File: src/hw/rtl/lbp_pkg.sv
package lbp_pkg;

    localparam int VALUE_BITS     = 32;
    localparam int MAX_FIELD_BITS = 32;
    localparam int FIELD_LIMIT    = (MAX_FIELD_BITS < VALUE_BITS) ? MAX_FIELD_BITS : VALUE_BITS;
    localparam int MAX_CMD_BYTES  = 5;
    localparam int CMD_BITS       = 8 * MAX_CMD_BYTES;
    localparam int QUEUE_DEPTH    = 4;

    typedef enum logic [1:0] {
        OP_APPEND = 2'd0,
        OP_BYTES  = 2'd1,
        OP_ALIGN  = 2'd2,
        OP_FLUSH  = 2'd3
    } t_op;

    // One classified item: the bytes it completes, then optionally a marker
    // result (flush marker or error report).
    typedef struct packed {
        logic [CMD_BITS-1:0] bytes;
        logic [2:0]          nbytes;
        logic                tail;
        logic                tail_last;
    } t_cmd;

    typedef struct packed {
        logic [7:0] data_byte;
        logic       byte_valid;
        logic       last;
        logic       error;
    } t_result;

endpackage

File: src/hw/rtl/lsb_first_bit_packer.sv
// LSB-first bit packer. Items are accepted one per clock while full is low;
// the front end merges each field with the fewer than eight pending bits at
// acceptance time and queues the completed bytes (plus a flush marker or an
// error report) for the back end. The back end delivers one transaction per
// clock while results are taken, through a single output register; an item
// holds the result side until its 0 to 5 results (4 for a full 32-bit field)
// are out. The sustained rate is therefore set by that output register, and
// the command queue (QUEUE_DEPTH entries) absorbs bursts on the input side.
module lsb_first_bit_packer
    import lbp_pkg::*;
#(
    parameter int QUEUE_DEPTH_P = QUEUE_DEPTH
) (
    input  logic        i_clk,
    input  logic        i_rst_n,
    input  logic        push,
    output logic        full,
    input  logic [1:0]  i_op,
    input  logic [31:0] i_value,
    input  logic [5:0]  i_bit_count,
    input  logic [2:0]  i_byte_count,
    output logic        empty,
    input  logic        pop,
    output logic [7:0]  o_data_byte,
    output logic        o_byte_valid,
    output logic        o_last,
    output logic        o_error
);

    logic    w_accept;
    logic    w_enq;
    t_cmd    w_front_cmd;
    t_cmd    w_q_cmd;
    logic    w_q_empty;
    logic    w_q_pop;
    t_result w_result;

    assign w_accept = push && !full;

    lbp_front u_front (
        .i_clk        (i_clk),
        .i_rst_n      (i_rst_n),
        .i_accept     (w_accept),
        .i_op         (i_op),
        .i_value      (i_value),
        .i_bit_count  (i_bit_count),
        .i_byte_count (i_byte_count),
        .o_enq        (w_enq),
        .o_cmd        (w_front_cmd)
    );

    lbp_queue #(
        .DEPTH (QUEUE_DEPTH_P)
    ) u_queue (
        .i_clk   (i_clk),
        .i_rst_n (i_rst_n),
        .i_push  (w_enq),
        .i_data  (w_front_cmd),
        .i_pop   (w_q_pop),
        .o_data  (w_q_cmd),
        .o_full  (full),
        .o_empty (w_q_empty)
    );

    lbp_back u_back (
        .i_clk       (i_clk),
        .i_rst_n     (i_rst_n),
        .i_cmd       (w_q_cmd),
        .i_cmd_empty (w_q_empty),
        .o_cmd_pop   (w_q_pop),
        .i_pop       (pop),
        .o_empty     (empty),
        .o_result    (w_result)
    );

    assign o_data_byte  = w_result.data_byte;
    assign o_byte_valid = w_result.byte_valid;
    assign o_last       = w_result.last;
    assign o_error      = w_result.error;

endmodule

File: src/hw/rtl/lbp_front.sv
module lbp_front
    import lbp_pkg::*;
(
    input  logic        i_clk,
    input  logic        i_rst_n,
    input  logic        i_accept,
    input  logic [1:0]  i_op,
    input  logic [31:0] i_value,
    input  logic [5:0]  i_bit_count,
    input  logic [2:0]  i_byte_count,
    output logic        o_enq,
    output t_cmd        o_cmd
);

    logic [6:0]  r_pend_bits;
    logic [2:0]  r_pend_count;
    logic [6:0]  n_pend_bits;
    logic [2:0]  n_pend_count;

    logic        w_bad;
    logic [32:0] w_mask;
    logic [31:0] w_field;
    logic [38:0] w_acc;
    logic [38:0] w_rest;
    logic [5:0]  w_total;
    logic [2:0]  w_app_bytes;
    logic [2:0]  w_nb;
    logic        w_has_pad;
    t_cmd        w_cmd;

    assign w_bad   = (i_bit_count == 6'd0) || (i_bit_count > 6'(FIELD_LIMIT));
    assign w_mask  = ~({33{1'b1}} << i_bit_count);
    assign w_field = i_value & w_mask[31:0];
    assign w_acc   = {32'd0, r_pend_bits} | ({7'd0, w_field} << r_pend_count);
    assign w_total = {3'd0, r_pend_count} + i_bit_count;
    assign w_app_bytes = w_total[5:3];
    assign w_rest  = w_acc >> {w_app_bytes, 3'b000};
    assign w_nb    = (i_byte_count > 3'd4) ? 3'd4 : i_byte_count;
    assign w_has_pad = (r_pend_count != 3'd0);

    always_comb begin
        w_cmd        = '0;
        n_pend_bits  = r_pend_bits;
        n_pend_count = r_pend_count;
        unique case (t_op'(i_op))
            OP_APPEND: begin
                if (w_bad) begin
                    w_cmd.tail = 1'b1;
                end else begin
                    w_cmd.bytes  = {1'b0, w_acc};
                    w_cmd.nbytes = w_app_bytes;
                    n_pend_bits  = w_rest[6:0];
                    n_pend_count = w_total[2:0];
                end
            end
            OP_BYTES: begin
                // A partial byte goes out zero padded ahead of the value bytes.
                w_cmd.bytes  = w_has_pad ? {i_value, 1'b0, r_pend_bits} : {8'd0, i_value};
                w_cmd.nbytes = w_nb + {2'd0, w_has_pad};
                n_pend_bits  = '0;
                n_pend_count = '0;
            end
            OP_ALIGN: begin
                w_cmd.bytes  = {33'd0, r_pend_bits};
                w_cmd.nbytes = {2'd0, w_has_pad};
                n_pend_bits  = '0;
                n_pend_count = '0;
            end
            OP_FLUSH: begin
                w_cmd.bytes     = {33'd0, r_pend_bits};
                w_cmd.nbytes    = {2'd0, w_has_pad};
                w_cmd.tail      = 1'b1;
                w_cmd.tail_last = 1'b1;
                n_pend_bits     = '0;
                n_pend_count    = '0;
            end
            default: begin
                w_cmd = '0;
            end
        endcase
    end

    always_ff @(posedge i_clk) begin
        if (!i_rst_n) begin
            r_pend_bits  <= '0;
            r_pend_count <= '0;
        end else if (i_accept) begin
            r_pend_bits  <= n_pend_bits;
            r_pend_count <= n_pend_count;
        end
    end

    // Items that complete no byte and carry no marker never reach the back end.
    assign o_enq = i_accept && ((w_cmd.nbytes != 3'd0) || w_cmd.tail);
    assign o_cmd = w_cmd;

endmodule

File: src/hw/rtl/lbp_queue.sv
module lbp_queue
    import lbp_pkg::*;
#(
    parameter int DEPTH = QUEUE_DEPTH
) (
    input  logic i_clk,
    input  logic i_rst_n,
    input  logic i_push,
    input  t_cmd i_data,
    input  logic i_pop,
    output t_cmd o_data,
    output logic o_full,
    output logic o_empty
);

    localparam int PTR_W = (DEPTH > 1) ? $clog2(DEPTH) : 1;
    localparam int CNT_W = $clog2(DEPTH + 1);

    t_cmd             r_slot [DEPTH];
    logic [PTR_W-1:0] r_wr_ptr;
    logic [PTR_W-1:0] r_rd_ptr;
    logic [CNT_W-1:0] r_count;
    logic             w_wr;
    logic             w_rd;

    assign o_full  = (r_count == CNT_W'(DEPTH));
    assign o_empty = (r_count == '0);
    assign w_wr    = i_push && !o_full;
    assign w_rd    = i_pop && !o_empty;
    assign o_data  = r_slot[r_rd_ptr];

    always_ff @(posedge i_clk) begin
        if (w_wr) begin
            r_slot[r_wr_ptr] <= i_data;
        end
    end

    always_ff @(posedge i_clk) begin
        if (!i_rst_n) begin
            r_wr_ptr <= '0;
            r_rd_ptr <= '0;
            r_count  <= '0;
        end else begin
            if (w_wr) begin
                r_wr_ptr <= (r_wr_ptr == PTR_W'(DEPTH - 1)) ? '0 : r_wr_ptr + 1'b1;
            end
            if (w_rd) begin
                r_rd_ptr <= (r_rd_ptr == PTR_W'(DEPTH - 1)) ? '0 : r_rd_ptr + 1'b1;
            end
            case ({w_wr, w_rd})
                2'b10:   r_count <= r_count + 1'b1;
                2'b01:   r_count <= r_count - 1'b1;
                default: r_count <= r_count;
            endcase
        end
    end

endmodule

File: src/hw/rtl/lbp_back.sv
module lbp_back
    import lbp_pkg::*;
(
    input  logic    i_clk,
    input  logic    i_rst_n,
    input  t_cmd    i_cmd,
    input  logic    i_cmd_empty,
    output logic    o_cmd_pop,
    input  logic    i_pop,
    output logic    o_empty,
    output t_result o_result
);

    t_cmd    r_cmd;
    logic    r_busy;
    logic [2:0] r_idx;
    t_result r_out;
    logic    r_out_valid;

    logic    w_out_free;
    logic    w_emit;
    logic    w_at_tail;
    logic    w_last_of_cmd;
    logic    w_finish;
    t_result w_res;

    assign w_out_free = !r_out_valid || i_pop;
    assign w_emit     = r_busy && w_out_free;
    assign w_at_tail  = (r_idx == r_cmd.nbytes);
    assign w_last_of_cmd = w_at_tail || ((r_idx + 3'd1 == r_cmd.nbytes) && !r_cmd.tail);
    assign w_finish   = w_emit && w_last_of_cmd;
    assign o_cmd_pop  = (!r_busy || w_finish) && !i_cmd_empty;

    always_comb begin
        if (w_at_tail) begin
            w_res.data_byte  = 8'd0;
            w_res.byte_valid = 1'b0;
            w_res.last       = r_cmd.tail_last;
            w_res.error      = !r_cmd.tail_last;
        end else begin
            w_res.data_byte  = r_cmd.bytes[{r_idx, 3'b000} +: 8];
            w_res.byte_valid = 1'b1;
            w_res.last       = 1'b0;
            w_res.error      = 1'b0;
        end
    end

    always_ff @(posedge i_clk) begin
        if (o_cmd_pop) begin
            r_cmd <= i_cmd;
        end
        if (w_emit) begin
            r_out <= w_res;
        end
    end

    always_ff @(posedge i_clk) begin
        if (!i_rst_n) begin
            r_busy      <= 1'b0;
            r_idx       <= '0;
            r_out_valid <= 1'b0;
        end else begin
            if (o_cmd_pop) begin
                r_busy <= 1'b1;
                r_idx  <= '0;
            end else if (w_finish) begin
                r_busy <= 1'b0;
            end else if (w_emit) begin
                r_idx <= r_idx + 3'd1;
            end
            if (w_emit) begin
                r_out_valid <= 1'b1;
            end else if (i_pop) begin
                r_out_valid <= 1'b0;
            end
        end
    end

    assign o_empty  = !r_out_valid;
    assign o_result = r_out;

endmodule

File: config.mk
export PLATFORM = sky130hd
export DESIGN_NAME = lsb_first_bit_packer
export DESIGN_NICKNAME = d
export VERILOG_FILES = /design/src/hw/rtl/lbp_pkg.sv /design/src/hw/rtl/lsb_first_bit_packer.sv /design/src/hw/rtl/lbp_front.sv /design/src/hw/rtl/lbp_queue.sv /design/src/hw/rtl/lbp_back.sv
export SDC_FILE = /design/constraint.sdc
export NUM_CORES = 1
export LEC_CHECK = 0
export BUFFER_PORTS_ARGS = -buffer_cell sky130_fd_sc_hd__clkbuf_2
export CAP_MARGIN = 5
export CORE_UTILIZATION = 55
export DETAILED_ROUTE_END_ITERATION = 10
export MAX_ROUTING_LAYER = met4
export PLACE_DENSITY = 0.73
export RECOVER_POWER = 25
export SLEW_MARGIN = 20
export SYNTH_ARGS = -nofsm -noshare
export SYNTH_HDL_FRONTEND = slang
export SYNTH_SLANG_ARGS = --single-unit
File: constraint.sdc
create_clock -name i_clk -period 7.4 [get_ports i_clk]
set_input_delay 1.11 -clock i_clk [delete_from_list [all_inputs] [get_ports i_clk]]
set_output_delay 1.11 -clock i_clk [all_outputs]
set_load 0.01 [all_outputs]
==> run_results.csv <==
group,metric,value,unit
status,status,"finished, violations left",
status,violations,"capacitance limit, slew limit",
synthesis,synth-seq-cells,258,
worst_setup_path,worstRegToRegCells,13,
floorplan,boundaryPins,60,
worst_setup_path,setup.worst_path.class,"primary input to flop",
sta,tightest_slew,3.07,ns
floorplan,rows,55,
power_and_ir_drop,power.density,303,nW/µm²
sta,timing.fmax,201,MHz
worst_setup_path,crit_path_top_delay_cell,"sky130_fd_sc_hd__clkbuf_1",
synthesis,cells_taking_the_most_area_after_synthesis,"sky130_fd_sc_hd__edfxtp_1 55%, sky130_fd_sc_hd__mux4_2 10%, sky130_fd_sc_hd__dfxtp_1 3.4%",
power_and_ir_drop,ir_worst_vdd,0.000210,V
grt,number_of_global_route_vias_before_repair,8455,
sta,fin_skew,0.0111,ns
synthesis,synth_enable_flop_cells,236,
worst_setup_path,setup.worst_path.start_class,"primary input",
clock_network,tritoncts.num_buffers,26,
sta,hold_violations,0,
grt,wire_length_of_the_first_global_routing_pass,50700,µm
route,wl_per_cell,25.4,µm
synthesis,syn-instance-count,952,
clock_network,cts_repair_resize_count,0,
worst_setup_path,worst_ep_arrival_time,5.41,ns
finish,total_area_of_multi_input_combinational_cells,4910,µm²
finish,area_growth,9.94,%
sta,setup_violations,0,
route,dr.pass1.iters,5,
worst_setup_path,critical_path.top_delay_family,"buffers and inverters",
synthesis,synth_async_sr_flop_share,0,%
sta,finalWorstPathRequiredPeriod,4.97,ns
finish,fillerInstances,1738,
route,via_per_inst,6.56,
synthesis,synth_area_leader_cell,"sky130_fd_sc_hd__edfxtp_1",
synthesis,synth_ff_type,"sky130_fd_sc_hd__edfxtp_1",
synthesis,sequential_cell_area_fraction_in_the_yosys_report,58.6,%
worst_hold_path,min_delay_worst_endpoint,"u_front.r_pend_bits[6]",
worst_setup_path,rr_startpoint,"u_back.r_idx[0]",
grt,grt_max_degree,57,
synthesis,synth_warnings,0,
clock_network,clock_tree_from_tritoncts,"yes",
worst_setup_path,critical_path.max_fanout,35,
worst_hold_path,timing.hold.worst.start,"u_front.r_pend_bits[6]",
sta,timing.final.max_slew_violations,49,
route,initialDrtViolationCount,1052,
route,ant_nets,0,
synthesis,synth_cell_types,84,
clock_network,worstSkewPairLatency,0.52,ns
synthesis,synth_nets,1018,
floorplan,die-height,155,µm
sta,final_min_period_over_clock_period,67.1,%
sta,rsz0062_at_grt,"no",
worst_hold_path,hold_path_depth,2,
floorplan,core,22800,µm²
route,drc,0,
placement,place_hpwl,23400,µm
grt,overflow_left_after_global_routing,0,
grt,grt_use_total,29.5,%
floorplan,floorplan_die_area,24000,µm²
finish,layout_commonest_cell,"sky130_fd_sc_hd__edfxtp_1",
worst_setup_path,critical-path-max-stage-delay,1.05,ns
synthesis,synth-compound-area-share,13.6,%
placement,finalWeightedCongestion,1.07,
worst_hold_path,hold_path_class,"flop to flop",
power_and_ir_drop,p_leak,4.81,nW
clock_network,clockRootBuffer,"sky130_fd_sc_hd__clkbuf_16",
worst_setup_path,regToRegEndpoint,"u_queue.r_count[2]",
placement,port_buffers,59,
placement,dp_slack,2.69,ns
synthesis,synth_simple_gate_area_share,8.06,%
finish,regArea,7530,µm²
finish,fin_util,62.0,%
floorplan,die_width,155,µm
finish,ratio_of_cells_with_drive_above_1_in_the_final_layout,18.1,%
route,num_vias,8644,
finish,final_cell_mix,"236 x sky130_fd_sc_hd__edfxtp_1, 73 x sky130_fd_sc_hd__nor2_1, 61 x sky130_fd_sc_hd__nand2_1",
synthesis,yosys.area_share.xor_xnor,0.887,%
synthesis,synth.mux.area_fraction,13.7,%
worst_setup_path,timing.critical_path.mode_cell,"sky130_fd_sc_hd__inv_1",
synthesis,post_synth.cell_area_avg,13.5,µm²
clock_network,hold_buffers,0,
synthesis,syn_area,12800,µm²
run,max-cap-violations,1,
finish,layout.nets,1054,
clock_network,cts_num_sinks,258,
worst_setup_path,regToRegSetupSlack,3.14,ns
worst_setup_path,critical_path_buf_inv_count,5,
finish,antenna-diode-count,0,
route,detail_route.wirelength,33500,µm
synthesis,synth_adder_area_share,1.97,%
synthesis,synth_top_family_by_area,"multiplexers",
clock_network,cts_h_tree_depth,1,
worst_setup_path,startpoint,"i_bit_count[5]",
sta,worst_slew_margin_rel,-105,%
synthesis,post-synth-top-area-fraction,55.2,%
worst_setup_path,timing.critical_path.to_type,"flop",
floorplan,start_util,56.4,%
clock_network,cts.clk_slew.worst_paths,0.07,ns
sta,fin_setup_tns,0,ns
worst_setup_path,cp_cell_sequence,"clkbuf_1, inv_1, a21oi_1, nor3_1, clkbuf_1, a22oi_1, a41oi_2, inv_1, ha_1, inv_1, fa_1, xor2_1, or3_1, a21oi_1",
clock_network,clk_path_buf_depth,3,
worst_setup_path,timing.critical_path.required,7.84,ns
clock_network,cts_setup_buffers,0,
grt,antenna_found_initial,0,
sta,final.setup.worst_slack,2.43,ns
==> kinds of logic (layout without fill, tap and decap cells) <==
group / count (synthesis) / after routing
muxes: 102 / 102
xor gates and xnor gates: 13 / 13
adders and majority gates: 19 / 19
and+or+nand+nor: 220 / 220
AOI/OAI and AO/OA: 248 / 248
buffers and inverters: 92 / 145
DFF: 258 / 258
==> final cells by class <==
class,instances,share of cell area (%)
inverters,29,0.771
clock inverters,13,0.851
repair buffers,71,2.56
multi-input cells,602,34.8
well taps,313,2.77
flip-flops and latches,258,53.3
clock buffers,32,4.92
==> registers in the layout (all words and copies together), names as in the netlist <==
| signal | count |
|---|---|
| u_back.r_idx | 3 |
| u_back.r_out_valid | 1 |
| u_queue.r_slot | 180 |
| u_queue.r_rd_ptr | 2 |
| u_front.r_pend_bits | 7 |
| u_queue.r_count | 3 |
| u_back.r_cmd | 45 |
| u_back.r_busy | 1 |
| u_queue.r_wr_ptr | 2 |
| u_front.r_pend_count | 3 |
| u_back.o_result | 11 |
==> tightest hold or removal path: stages (launching register included) <==
cell	delay [ns]
sky130_fd_sc_hd__dfxtp_1	0.30
sky130_fd_sc_hd__inv_1	0.07
sky130_fd_sc_hd__o22ai_1	0.07
==> stage by stage <==
stage,total power [mW],hold WS (ns),std cells,area [µm²]
final,4.27,0.485,1318,14100
after CTS,4.30,0.484,1318,14200
after floorplan,2.74,0.436,952,12800
after global routing,4.45,0.495,1318,14100
after detailed placement,3.04,0.474,1273,13300
after global placement,3.02,0.458,1273,13300
==> synthesized netlist by cell type, drive strengths merged (5+ instances only) <==
library cell,instances
o21a,6
o22ai,20
a211oi,14
and2,12
nor2,73
clkbuf,33
ha,17
buf,30
inv,26
a21o,5
mux2,7
nand2,61
and3,5
o31ai,6
o211ai,9
o21ai,60
dfxtp,22
nor3,14
nor4,6
mux2i,37
nand3,19
a21oi,32
a32o,5
a311oi,5
a2bb2oi,7
edfxtp,236
xnor2,9
nand2b,5
mux4,58
nor2b,6
a22oi,23
==> per-layer routing <==
layer / GRT usage, % / part of all wire, % / vias up
met5: - / 0 / -
met1: 39.3 / 42 / 4265
met3: 3.03 / 6.2 / 91
met4: 13.2 / 4.8 / 0
li1: - / - / 3857
met2: 46.4 / 47 / 431
==> power by group <==
part / total (mW) / internal (mW) / switching (mW) / leakage (nW)
combinational: 0.965 / 0.410 / 0.555 / 2.02
clock: 1.25 / 0.735 / 0.519 / 0.393
sequential: 2.05 / 1.93 / 0.128 / 2.39
total: 4.27 / 3.07 / 1.20 / 4.81
==> how the worst max path moves through the flow <==
stage,end,slack (ns),depth (start not counted)
3_5_place_dp,u_queue.r_count[2],2.69,15
3_3_place_gp,u_queue.r_count[2],2.80,15
6_report,u_queue.r_count[2],2.43,14
2_1_floorplan,u_queue.r_slot[3][0],2.95,9
5_1_grt,u_queue.r_count[2],2.19,14
4_1_cts,u_queue.r_count[2],3.09,13
Note: power is estimated with default switching activity, not from simulation.
